[config.mk]
export PLATFORM = sky130hd
export DESIGN_NAME = calendar_date_stepper
export DESIGN_NICKNAME = d
export VERILOG_FILES = /design/src/rtl/core/cdstp_pkg.sv /design/src/rtl/core/cdstp_ctrl.sv /design/src/rtl/core/cdstp_dp.sv /design/src/rtl/core/calendar_date_stepper.sv
export SDC_FILE = /design/constraint.sdc
export NUM_CORES = 1
export LEC_CHECK = 0
export BUFFER_PORTS_ARGS = -buffer_cell sky130_fd_sc_hd__buf_2
export CAP_MARGIN = 20
export CORE_ASPECT_RATIO = 2
export CORE_UTILIZATION = 58
export CTS_CLUSTER_SIZE = 28
export DETAILED_ROUTE_END_ITERATION = 12
export MAX_ROUTING_LAYER = met4
export PLACE_DENSITY = 0.79
export SKIP_LAST_GASP = 1
export SLEW_MARGIN = 20
export SYNTH_ARGS = -nofsm -noshare
export SYNTH_HDL_FRONTEND = slang
export SYNTH_SLANG_ARGS = --single-unit
[constraint.sdc]
create_clock -name clk_i -period 17.3 [get_ports clk_i]
set_input_delay 0 -clock clk_i [delete_from_list [all_inputs] [get_ports clk_i]]
set_output_delay 0 -clock clk_i [all_outputs]
set_load 0.02 [all_outputs]
[src/rtl/core/cdstp_pkg.sv]
// Package for the calendar date stepper: command and status codes, controller
// states, the control and status structs and the month length table.
// No dependencies.
`timescale 1ns / 1ps

package cdstp_pkg;

  localparam int unsigned YearW  = 14;
  localparam int unsigned MonthW = 4;
  localparam int unsigned DayW   = 5;

  localparam logic [YearW-1:0]  ResetYear  = 14'd2000;
  localparam logic [MonthW-1:0] MonthJan   = 4'd1;
  localparam logic [MonthW-1:0] MonthDec   = 4'd12;
  localparam logic [DayW-1:0]   DayFirst   = 5'd1;
  localparam logic [DayW-1:0]   DayLastDec = 5'd31;

  // (y * RecipHundred) >> RecipShift equals y / 100 for every 14-bit year
  localparam logic [12:0] RecipHundred = 13'd5243;
  localparam int unsigned RecipShift   = 19;
  localparam int unsigned QuotW        = 8;

  typedef enum logic [1:0] {
    CMD_LOAD = 2'd0,
    CMD_FWD  = 2'd1,
    CMD_BACK = 2'd2,
    CMD_NOP  = 2'd3
  } cdstp_cmd_e;

  typedef enum logic [1:0] {
    ST_OK     = 2'd0,
    ST_REJECT = 2'd1,
    ST_LIMIT  = 2'd2
  } cdstp_status_e;

  typedef enum logic [2:0] {
    S_IDLE,
    S_LOAD_MUL,
    S_LOAD_CHK,
    S_STEP,
    S_LEAP_MUL,
    S_LEAP_CMP,
    S_DONE
  } cdstp_state_e;

  // controller -> datapath
  typedef struct packed {
    logic capture;        // latch the input word
    logic leap_mul;       // register year / 100
    logic leap_sel_load;  // leap unit works on the loaded year
    logic leap_upd;       // write the leap flag of the current year
    logic load_check;     // validate and commit a load
    logic step;           // move one day
    logic set_limit;      // flag the year limit in the status
    logic out_load;       // move the result into the output register
  } cdstp_ctl_t;

  // datapath -> controller
  typedef struct packed {
    logic       cnt_zero;
    logic       blocked;
    logic       wrap;
    logic       out_free;
  } cdstp_sts_t;

  function automatic logic [DayW-1:0] month_len(input logic [MonthW-1:0] m,
                                                input logic leap);
    logic [DayW-1:0] len;
    len = '0;
    case (m)
      4'd4, 4'd6, 4'd9, 4'd11: len = 5'd30;
      4'd2:                    len = leap ? 5'd29 : 5'd28;
      4'd1, 4'd3, 4'd5, 4'd7,
      4'd8, 4'd10, 4'd12:      len = 5'd31;
      default:                 len = '0;
    endcase
    return len;
  endfunction

endpackage

[src/rtl/core/cdstp_ctrl.sv]
// Controller of the calendar date stepper: sequences load checks, day steps
// and leap recomputation. Depends on cdstp_pkg.
`timescale 1ns / 1ps

module cdstp_ctrl (
  input  logic                        clk_i,
  input  logic                        rst_ni,
  input  logic                        in_valid_i,
  input  cdstp_pkg::cdstp_cmd_e       in_cmd_i,
  output logic                        in_ready_o,
  input  cdstp_pkg::cdstp_sts_t       sts_i,
  output cdstp_pkg::cdstp_ctl_t       ctl_o
);
  import cdstp_pkg::*;

  cdstp_state_e state_q, state_d;

  always_ff @(posedge clk_i or negedge rst_ni) begin
    if (!rst_ni) begin
      state_q <= S_IDLE;
    end else begin
      state_q <= state_d;
    end
  end

  always_comb begin
    state_d    = state_q;
    ctl_o      = '0;
    in_ready_o = 1'b0;
    unique case (state_q)
      S_IDLE: begin
        in_ready_o = 1'b1;
        if (in_valid_i) begin
          ctl_o.capture = 1'b1;
          unique case (in_cmd_i)
            CMD_LOAD:           state_d = S_LOAD_MUL;
            CMD_FWD, CMD_BACK:  state_d = S_STEP;
            CMD_NOP:            state_d = S_DONE;
            default:            state_d = S_DONE;
          endcase
        end
      end
      S_LOAD_MUL: begin
        ctl_o.leap_mul      = 1'b1;
        ctl_o.leap_sel_load = 1'b1;
        state_d             = S_LOAD_CHK;
      end
      S_LOAD_CHK: begin
        ctl_o.leap_sel_load = 1'b1;
        ctl_o.load_check    = 1'b1;
        state_d             = S_DONE;
      end
      S_STEP: begin
        priority if (sts_i.cnt_zero) begin
          state_d = S_DONE;
        end else if (sts_i.blocked) begin
          // drop the remaining days
          ctl_o.set_limit = 1'b1;
          state_d         = S_DONE;
        end else begin
          ctl_o.step = 1'b1;
          // a new year needs its leap flag before the next step
          state_d    = sts_i.wrap ? S_LEAP_MUL : S_STEP;
        end
      end
      S_LEAP_MUL: begin
        ctl_o.leap_mul = 1'b1;
        state_d        = S_LEAP_CMP;
      end
      S_LEAP_CMP: begin
        ctl_o.leap_upd = 1'b1;
        state_d        = S_STEP;
      end
      S_DONE: begin
        if (sts_i.out_free) begin
          ctl_o.out_load = 1'b1;
          state_d        = S_IDLE;
        end
      end
      default: state_d = S_IDLE;
    endcase
  end

endmodule

[src/rtl/core/cdstp_dp.sv]
// Datapath of the calendar date stepper: date registers, day stepping,
// leap year unit, load check and output register. Depends on cdstp_pkg.
`timescale 1ns / 1ps

module cdstp_dp #(
  parameter int unsigned COUNT_BITS = 12,
  parameter int unsigned YEAR_MAX   = 9999
) (
  input  logic                        clk_i,
  input  logic                        rst_ni,
  input  logic [39:0]                 in_data_i,
  input  cdstp_pkg::cdstp_cmd_e       in_cmd_i,
  output logic [23:0]                 out_data_o,
  output logic [1:0]                  out_user_o,
  output logic                        out_valid_o,
  input  logic                        out_ready_i,
  input  cdstp_pkg::cdstp_ctl_t       ctl_i,
  output cdstp_pkg::cdstp_sts_t       sts_o
);
  import cdstp_pkg::*;

  localparam logic [YearW-1:0] YearMax = YearW'(YEAR_MAX);

  // latched input word
  cdstp_cmd_e             cmd_q;
  logic [YearW-1:0]       ly_q;
  logic [MonthW-1:0]      lm_q;
  logic [DayW-1:0]        ld_q;
  logic [COUNT_BITS-1:0]  cnt_q;
  logic [15:0]            cnt_ext;

  // current date
  logic [YearW-1:0]       year_q;
  logic [MonthW-1:0]      month_q;
  logic [DayW-1:0]        day_q;
  logic                   leap_q;

  cdstp_status_e          status_q;

  // leap unit
  logic [YearW-1:0]       year_src;
  logic [26:0]            mul_full;
  logic [QuotW-1:0]       quot_q;
  logic [14:0]            hund;
  logic                   century;
  logic                   leap_calc;

  // stepping
  logic                   back;
  logic [DayW-1:0]        cur_len;
  logic [DayW-1:0]        prev_len;
  logic                   year_end;
  logic                   year_start;
  logic                   load_ok;

  // output register
  logic [YearW-1:0]       oyear_q;
  logic [MonthW-1:0]      omonth_q;
  logic [DayW-1:0]        oday_q;
  logic                   oleap_q;
  cdstp_status_e          ostatus_q;
  logic                   ovalid_q;

  assign cnt_ext  = {4'b0, in_data_i[34:23]};

  assign year_src = ctl_i.leap_sel_load ? ly_q : year_q;
  assign mul_full = 27'(year_src) * 27'(RecipHundred);
  // quot * 100 as shifts and adds
  assign hund     = {1'b0, quot_q, 6'b0} + {2'b0, quot_q, 5'b0} + {5'b0, quot_q, 2'b0};
  assign century  = (hund == {1'b0, year_src});
  assign leap_calc = (year_src[1:0] == 2'b00) && (!century || (quot_q[1:0] == 2'b00));

  assign back       = (cmd_q == CMD_BACK);
  assign cur_len    = month_len(month_q, leap_q);
  assign prev_len   = month_len(month_q - 4'd1, leap_q);
  assign year_end   = (month_q == MonthDec) && (day_q == DayLastDec);
  assign year_start = (month_q == MonthJan) && (day_q == DayFirst);

  assign load_ok = (ly_q <= YearMax) && (lm_q >= MonthJan) && (lm_q <= MonthDec) &&
                   (ld_q != '0) && (ld_q <= month_len(lm_q, leap_calc));

  assign sts_o.cnt_zero = (cnt_q == '0);
  assign sts_o.blocked  = back ? (year_start && (year_q == '0))
                               : (year_end && (year_q >= YearMax));
  assign sts_o.wrap     = back ? year_start : year_end;
  assign sts_o.out_free = !ovalid_q || out_ready_i;

  always_ff @(posedge clk_i) begin
    if (ctl_i.capture) begin
      cmd_q <= in_cmd_i;
      ly_q  <= in_data_i[13:0];
      lm_q  <= in_data_i[17:14];
      ld_q  <= in_data_i[22:18];
      cnt_q <= cnt_ext[COUNT_BITS-1:0];
    end else if (ctl_i.step) begin
      cnt_q <= cnt_q - COUNT_BITS'(1);
    end
    if (ctl_i.leap_mul) begin
      quot_q <= mul_full[RecipShift +: QuotW];
    end
  end

  always_ff @(posedge clk_i) begin
    priority if (ctl_i.capture) begin
      status_q <= ST_OK;
    end else if (ctl_i.set_limit) begin
      status_q <= ST_LIMIT;
    end else if (ctl_i.load_check && !load_ok) begin
      status_q <= ST_REJECT;
    end
  end

  always_ff @(posedge clk_i or negedge rst_ni) begin
    if (!rst_ni) begin
      year_q  <= ResetYear;
      month_q <= MonthJan;
      day_q   <= DayFirst;
      leap_q  <= 1'b1;
    end else begin
      priority if (ctl_i.load_check) begin
        if (load_ok) begin
          year_q  <= ly_q;
          month_q <= lm_q;
          day_q   <= ld_q;
          leap_q  <= leap_calc;
        end
      end else if (ctl_i.leap_upd) begin
        leap_q <= leap_calc;
      end else if (ctl_i.step) begin
        if (back) begin
          priority if (year_start) begin
            year_q  <= year_q - 14'd1;
            month_q <= MonthDec;
            day_q   <= DayLastDec;
          end else if (day_q <= DayFirst) begin
            month_q <= month_q - 4'd1;
            day_q   <= prev_len;
          end else begin
            day_q <= day_q - 5'd1;
          end
        end else begin
          priority if (year_end) begin
            year_q  <= year_q + 14'd1;
            month_q <= MonthJan;
            day_q   <= DayFirst;
          end else if (day_q >= cur_len) begin
            month_q <= month_q + 4'd1;
            day_q   <= DayFirst;
          end else begin
            day_q <= day_q + 5'd1;
          end
        end
      end
    end
  end

  always_ff @(posedge clk_i or negedge rst_ni) begin
    if (!rst_ni) begin
      ovalid_q <= 1'b0;
    end else if (ctl_i.out_load) begin
      ovalid_q <= 1'b1;
    end else if (out_ready_i) begin
      ovalid_q <= 1'b0;
    end
  end

  always_ff @(posedge clk_i) begin
    if (ctl_i.out_load) begin
      oyear_q   <= year_q;
      omonth_q  <= month_q;
      oday_q    <= day_q;
      oleap_q   <= leap_q;
      ostatus_q <= status_q;
    end
  end

  assign out_data_o  = {oleap_q, oday_q, omonth_q, oyear_q};
  assign out_user_o  = ostatus_q;
  assign out_valid_o = ovalid_q;

endmodule

[src/rtl/core/calendar_date_stepper.sv]
// Calendar date stepper top level: joins the controller and the datapath.
// Depends on cdstp_pkg, cdstp_ctrl and cdstp_dp.
//
// Usage: one command word enters on the s_axis channel; tuser carries the
// command (load, advance, go back, no operation) and tdata the load date and
// day count. Exactly one result word leaves on the m_axis channel with the
// date and leap flag in tdata and the status (ok, load rejected, year limit)
// in tuser.
// Sequence from acceptance to result valid: a load passes S_LOAD_MUL,
// S_LOAD_CHK and S_DONE, a no operation goes straight to S_DONE, and a step
// command stays in S_STEP while it moves its days, leaving it at each year
// boundary crossed so that the divide-by-100 unit recomputes the leap flag
// of the new year in S_LEAP_MUL and S_LEAP_CMP. The stepping loop sets the
// rate: one day per cycle, save for the stall at each year crossed.
// A new command word is taken only when the previous one has been finished;
// the output register lets it be taken while the last result still waits.
// Reset sets the date to 2000-01-01 and empties the output register.
// When the receiver stalls, the result holds in the output register and the
// next finished result waits in the datapath, the controller in S_DONE, until the register frees.
`timescale 1ns / 1ps

module calendar_date_stepper #(
  parameter int unsigned COUNT_BITS = 12,
  parameter int unsigned YEAR_MAX   = 9999
) (
  input  logic        clk_i,
  input  logic        rst_ni,
  input  logic        s_axis_tvalid_i,
  output logic        s_axis_tready_o,
  // load_year[13:0], load_month[17:14], load_day[22:18], step_count[34:23]
  input  logic [39:0] s_axis_tdata_i,
  // cmd[1:0]
  input  logic [1:0]  s_axis_tuser_i,
  output logic        m_axis_tvalid_o,
  input  logic        m_axis_tready_i,
  // out_year[13:0], out_month[17:14], out_day[22:18], is_leap[23]
  output logic [23:0] m_axis_tdata_o,
  // status[1:0]
  output logic [1:0]  m_axis_tuser_o
);
  import cdstp_pkg::*;

  cdstp_ctl_t ctl;
  cdstp_sts_t sts;
  cdstp_cmd_e in_cmd;

  assign in_cmd = cdstp_cmd_e'(s_axis_tuser_i);

  cdstp_ctrl u_ctrl (
    .clk_i      (clk_i),
    .rst_ni     (rst_ni),
    .in_valid_i (s_axis_tvalid_i),
    .in_cmd_i   (in_cmd),
    .in_ready_o (s_axis_tready_o),
    .sts_i      (sts),
    .ctl_o      (ctl)
  );

  cdstp_dp #(
    .COUNT_BITS (COUNT_BITS),
    .YEAR_MAX   (YEAR_MAX)
  ) u_dp (
    .clk_i       (clk_i),
    .rst_ni      (rst_ni),
    .in_data_i   (s_axis_tdata_i),
    .in_cmd_i    (in_cmd),
    .out_data_o  (m_axis_tdata_o),
    .out_user_o  (m_axis_tuser_o),
    .out_valid_o (m_axis_tvalid_o),
    .out_ready_i (m_axis_tready_i),
    .ctl_i       (ctl),
    .sts_o       (sts)
  );

endmodule
# Word level (Yosys, flattened, before mapping)

Cells that the tools add are included.

Bitwise logic cells: 0
Multiplexer cells: 62
Reductions and logical operators: 44
Shifts and indexed selects: 0
Magnitude comparators: 7
Add/subtract/negate cells: 9
Multipliers: 1
Div/mod/pow operators: 0
Equality and inequality tests: 55

Operator list:

| kind                   | number |
|---|---|
| $mux 14                | 8 |
| $eq 4x4->1 const B     | 15 |
| $eq 4x3->1 const B     | 12 |
| $mux 5                 | 9 |
| $pmux 5 s3             | 3 |
| $mux 4                 | 9 |
| $mul 14x13->27 const B | 1 |
| $eq 4x2->1 const B     | 6 |
| $mux 12                | 2 |
| $pmux 3 s7             | 1 |
| $reduce_or 7->1        | 3 |
| $mux 1                 | 20 |
| $add 14x13->15         | 1 |
| $add 15x10->15         | 1 |
| $eq 15x14->1           | 1 |
| $mux 3                 | 5 |
| $add 14x1->14 const B  | 1 |
| $ge 14x14->1 const B   | 1 |
| $le 14x14->1 const B   | 1 |
| $logic_not 14->1       | 1 |
| $sub 14x1->14 const B  | 1 |
| $eq 4x1->1 const B     | 3 |
| $logic_not 12->1       | 1 |
| $reduce_or 4->1        | 3 |
| 36 further kinds       | 69 |

Bits in latches: 0
Bits of input ports: 46
Memories: 0
ROM bits: 0
Output and inout port bits: 28
Bits in writable memories: 0
Word-level logic and storage cells: 197
Register bits after elaboration: 101

# Longest topological paths before layout

Depth after elaboration: 16
Mapped depth: 24
Depth with buffers taken out: 23

# By module

Synthesis repeated with hierarchy kept, for this count alone.

Cells, all modules: 970
Area total of the unflattened synthesis: 9825.7 µm²

Modules (own cells, without submodules):

| module     | times used | seq. area each (µm²) | area an instance (µm²) | cells an instance |
|---|---|---|---|---|
| cdstp_dp   | 1          | 2808.9               | 9529.1                 | 932 |
| cdstp_ctrl | 1          | 75.1                 | 296.5                  | 38 |

# Least setup slack after synthesis

Ideal clock, no wire load.

Path type: register to register
Start: register u_ctrl.state_q[0]
End: register u_dp.quot_q[6] (data pin)
Setup time: 0.257 ns
Setup slack: 10.893 ns
Data required time: 17.043 ns
Cell stages (with the launch flop): 22
Period minus slack after synthesis: 6.407 ns
Buffers on the path: 2
Arrival time: 6.150 ns
Cell sequence: dfrtp_1 buf_2 xnor2_1 nor2_4 buf_2 o21ai_0 fa_1 ha_1 fa_1 fa_1 inv_1 fa_1 inv_1 ha_1 a21oi_1 o21ai_0 a221o_1 and3_1 a221o_2 or4_1 and2_2 xor2_1

Longest elaborated chain between the ends: 5
Elaborated cells on any way between the ends: 6
Those cells by class: 1 x mul; 2 x eq/ne; 2 x mux; 1 x reduce/logical

RTL lines:

| item                                     | line             | text |
|---|---|---|
| from (decl)                              | cdstp_ctrl.sv:16 | `cdstp_state_e state_q, state_d;` |
| from (signal assigned)                   | cdstp_ctrl.sv:22 | `state_q <= state_d;` |
| $eq 3x2->1 or $eq 3x1->1 (tied branches) | cdstp_ctrl.sv:30 | `unique case (state_q)` |
| $reduce_or 2->1 (no line) (*)            | --               |  |
| $mux 1 (*)                               | cdstp_ctrl.sv:30 |  |
| $mux 14 (*)                              | cdstp_dp.sv:66   | `assign year_src = ctl_i.leap_sel_load ? ly_q : year_q;` |
| $mul 14x13->27 (*)                       | cdstp_dp.sv:67   | `assign mul_full = 27'(year_src) * 27'(RecipHundred);` |
| via u_dp.mul_full[25]                    | cdstp_dp.sv:42   | `logic [26:0] mul_full;` |
| to (signal assigned)                     | cdstp_dp.sv:99   | `quot_q <= mul_full[RecipShift +: QuotW];` |
| to (decl)                                | cdstp_dp.sv:43   | `logic [QuotW-1:0] quot_q;` |

The timed path passes the listed nets; every way through them passes the cells marked *.
A chain may end at the register's enable or synchronous reset.

# Final worst setup path

Ends and elaborated chain as after synthesis.

==> key figures <==
Worst setup path
  – Ordered list of cells on the worst path: xnor2_1 > nor2_4 > mux2i_1 > inv_1 > fa_1 > ha_1 > fa_1 > fa_1 > inv_1 > fa_1 > inv_1 > ha_1 > a21oi_1 > o21ai_0 > a221o_1 > and3_1 > a221o_2 > or4_1 > and2_2 > xor2_1
  – Cell with the largest stage delay on the worst path: sky130_fd_sc_hd__mux2i_1
  – Critical Path Stages: 20
  – Worst r2r path cells: 20
  – Most common cell type on the critical path: sky130_fd_sc_hd__fa_1
  – Buf+Inv Stages, Crit Path: 3
  – Setup crit start kind: flop
  – Max Fanout on Critical Path: 18
  – Critical Path RT: 17,410 ps
  – Maximum single-stage delay on the critical path: 760 ps
  – Worst endpoint data arrival time: 7740 ps
  – Critical Path Sink Type: flop
  – Critical path class: reg -> reg
  – Cell class contributing the biggest share of worst-path delay: adder cells

Finish
  – Post-synthesis to final-layout area growth: 13.06%
  – Final design utilization: 0.6737
  – Antenna diode count: 0
  – Count of nets after finishing: 1,340
  – Proportion of layout cells with a drive suffix above 1: 0.1142
  – Count of filler cells inserted in the layout: 1,233

Synth
  – Flops & latches, synth: 101
  – Share of flip-flops with an asynchronous set or reset after synthesis: 0.2772
  – Syn_nets: 1,237
  – Predominant post-synthesis flop cell: sky130_fd_sc_hd__edfxtp_1
  – Sequential share of the synthesized area: 0.2975
  – YS warnings: 0
  – Instance count of the mapped netlist: 978
  – Number of flops mapped to enable cells by yosys: 71
  – Synth unique cells: 74
  – Average cell area after synthesis: 9.911 µm²
  – Post-Synthesis Cell Area: 9693 µm²

Global routing
  – Global-route wire length before repair: 37,580 µm
  – Largest net degree at the start of global routing: 40
  – Overall global routing resource usage: 0.3002
  – Via count of the first global-routing pass: 7,802
  – Overflow after GRT: 0
  – Initial antenna violation count: 0

Timing
  – Setup tns final: 0 ps
  – Fin crit period: 7624 ps
  – Worst max-slew margin expressed relative to the limit: 0.4089
  – Worst slew pin tran: 875.2 ps
  – Final hold violations: 0
  – Final count of negative-setup-slack endpoints: 0
  – Min setup slack post-route: 9676 ps
  – Peak clock frequency supported by timing: 131.2 MHz
  – Post-route clock skew: 10.08 ps
  – Unrepaired setup endpoints after global routing: false
  – Final Slew Violations: 0
  – Ratio of final minimum period to clock period: 0.4407

Clocking
  – Sink count of the clock tree: 101
  – Clock slew at the register clock pins of the worst setup and hold paths: 70 ps
  – Number of buffers inserted for hold repair after clock tree synthesis: 38
  – Buffer levels on the longest clock path: 2
  – Insertion delay to the later sink of the worst-skew pair: 360 ps
  – Number of gates resized after CTS: 0
  – CTS tree: yes
  – H-tree lvl count: 3
  – Root buf cell: sky130_fd_sc_hd__clkbuf_16
  – Number of clock buffers inserted by TritonCTS: 9
  – Setup fix buffers added after clock tree synthesis: 0

Routing
  – DRT Wirelength: 23,530 µm
  – Vias: 7,561
  – Number of violations reported at the end of detailed-routing iteration 0: 365
  – Antenna Violating Nets Remaining: 0
  – Routed via count divided by cell count: 5.861
  – Post-route DRC violation count: 0
  – Number of search-and-repair iterations in the first detailed-routing pass: 5
  – WL per Instance: 18.24 µm

Die
  – Rows: 66
  – Area of the die: 17,260 µm²
  – Number of I/O pins: 74
  – Core region area: 16,270 µm²
  – Y dimension of the die: 184.8 µm
  – Starting utilization of the core area: 0.5958
  – Die Width: 93.41 µm

Status
  – Status: finished, final reports clean

Place
  – Dpl ws: 9720 ps
  – HPWL reported at the end of detailed placement: 18,890 µm
  – Buffers added on ports: 68
  – GP Congestion: 0.9402

Job
  – Number of max-capacitance violations reported: 0

Hold path
  – Number of cells on the worst hold path: 3
  – Hold Path Class: in -> reg
through the flow:
stage | instances | cell area (µm²) | hold slack, ps
finish | 1290 | 10960 | 53.46
global placement | 1235 | 10260 | 76.68
global route | 1290 | 10960 | 84.03
floorplan | 978 | 9693 | -295.6
detailed placement | 1235 | 10260 | 74.41
CTS | 1289 | 10950 | 42.27
cells by family after synthesis:
kind of cell	Yosys count	synth area share
and+or+nand+nor	211	0.1078
xor gates and xnor gates	42	0.03795
AOI/OAI and AO/OA	197	0.1304
DFF	101	0.2975
muxes	21	0.02181
buffers and inverters	193	0.07616
adders and majority gates	213	0.3284
worst min-delay path, stage by stage:
cell and delay, ps:
sky130_fd_sc_hd__buf_2 70, sky130_fd_sc_hd__nand2b_1 180, sky130_fd_sc_hd__o31ai_1 110
state kept, by name (all words and copies together) (netlist names), 3 cells and up:
name            cells
u_dp.ly_q          14
u_dp.oyear_q       14
u_dp.year_q        14
u_dp.cnt_q         12
u_dp.quot_q         8
u_dp.day_q          5
u_dp.ld_q           5
u_dp.oday_q         5
u_dp.lm_q           4
u_dp.month_q        4
u_dp.omonth_q       4
u_ctrl.state_q      3
worst paths after layout:
kind,end,startpoint,slack [ps]
max,u_dp.quot_q[6]$_DFFE_PP_,u_ctrl.state_q[0]$_DFFE_PN0P_,9680
min,u_dp.out_valid_o$_DFFE_PN0P_,m_axis_tready_i,50
max reg2reg,u_dp.quot_q[6]$_DFFE_PP_,u_ctrl.state_q[0]$_DFFE_PN0P_,9680
min reg2reg,u_dp.out_user_o[1]$_DFFE_PP_,u_dp.status_q[1]$_SDFFE_PP0P_,420
max in group asynchronous,u_ctrl.state_q[0]$_DFFE_PN0P_,rst_ni,16610
min in group asynchronous,u_dp.year_q[3]$_DFFE_PN0P_,rst_ni,230
cell type report:
class | instances | area [µm²] | area share
clock inverters | 6 | 71.32 | 0.006508
clock buffers | 10 | 239.0 | 0.02181
well taps | 204 | 255.2 | 0.02329
multi-input cells | 684 | 6087 | 0.5554
repair buffers | 114 | 780.7 | 0.07124
inverters | 171 | 641.9 | 0.05857
flip-flops and latches | 101 | 2884 | 0.2632
metal layers:
metal	GRT usage	up-vias	wire length [µm]
li1	-	3601	-
met1	0.2754	3675	7908
met2	0.5759	198	13490
met3	0.02586	87	619
met4	0.1908	0	1512
met5	-	-	0
synth_stat cells, types with 3 or more instances:
master,n,area share
sky130_fd_sc_hd__nor2b_1,6,0.0039
sky130_fd_sc_hd__a221o_1,3,0.0031
sky130_fd_sc_hd__o31ai_1,4,0.0031
sky130_fd_sc_hd__nand4_1,8,0.0052
sky130_fd_sc_hd__nor3_1,26,0.013
sky130_fd_sc_hd__buf_2,5,0.0026
sky130_fd_sc_hd__xor2_1,12,0.011
sky130_fd_sc_hd__or4_1,4,0.0031
sky130_fd_sc_hd__or3_1,6,0.0039
sky130_fd_sc_hd__inv_1,169,0.065
sky130_fd_sc_hd__o21ai_0,47,0.024
sky130_fd_sc_hd__and3_1,3,0.0019
sky130_fd_sc_hd__nor4_1,7,0.0045
sky130_fd_sc_hd__o21a_1,4,0.0031
sky130_fd_sc_hd__clkbuf_1,13,0.0050
sky130_fd_sc_hd__o22ai_1,3,0.0019
sky130_fd_sc_hd__a21o_1,13,0.010
sky130_fd_sc_hd__nor2_1,57,0.022
sky130_fd_sc_hd__dfstp_2,9,0.024
sky130_fd_sc_hd__ha_1,144,0.19
sky130_fd_sc_hd__a211oi_1,9,0.0070
sky130_fd_sc_hd__a21oi_1,59,0.030
sky130_fd_sc_hd__o31a_1,3,0.0027
sky130_fd_sc_hd__xnor2_1,30,0.027
sky130_fd_sc_hd__o211ai_1,8,0.0062
sky130_fd_sc_hd__dfrtp_1,19,0.049
sky130_fd_sc_hd__nand2b_1,7,0.0045
sky130_fd_sc_hd__o41ai_1,3,0.0027
sky130_fd_sc_hd__o221ai_1,3,0.0027
sky130_fd_sc_hd__edfxtp_1,71,0.22
sky130_fd_sc_hd__fa_1,69,0.14
sky130_fd_sc_hd__mux2i_1,20,0.021
sky130_fd_sc_hd__a31oi_1,13,0.0084
sky130_fd_sc_hd__nand3_1,15,0.0077
sky130_fd_sc_hd__nand2_1,54,0.021
sky130_fd_sc_hd__and4_1,3,0.0027
cells in the final DEF (no fill, tap or decap), types with 20 or more instances in the layout:
cell	synthesis	final
sky130_fd_sc_hd__edfxtp_1	71	71
sky130_fd_sc_hd__xnor2_1	30	30
sky130_fd_sc_hd__buf_2	5	68
sky130_fd_sc_hd__fa_1	69	69
sky130_fd_sc_hd__nor3_1	26	24
sky130_fd_sc_hd__o21ai_0	47	46
sky130_fd_sc_hd__a21oi_1	59	59
sky130_fd_sc_hd__inv_1	169	169
sky130_fd_sc_hd__ha_1	144	144
sky130_fd_sc_hd__nor2_1	57	57
sky130_fd_sc_hd__nand2_1	54	54
sky130_fd_sc_hd__mux2i_1	20	20
sky130_fd_sc_hd__dlygate4sd3_1	0	38
Power is left out: the tool's default activity adds up to more than one toggle a clock period on the data nets, which glitch-free logic cannot reach.
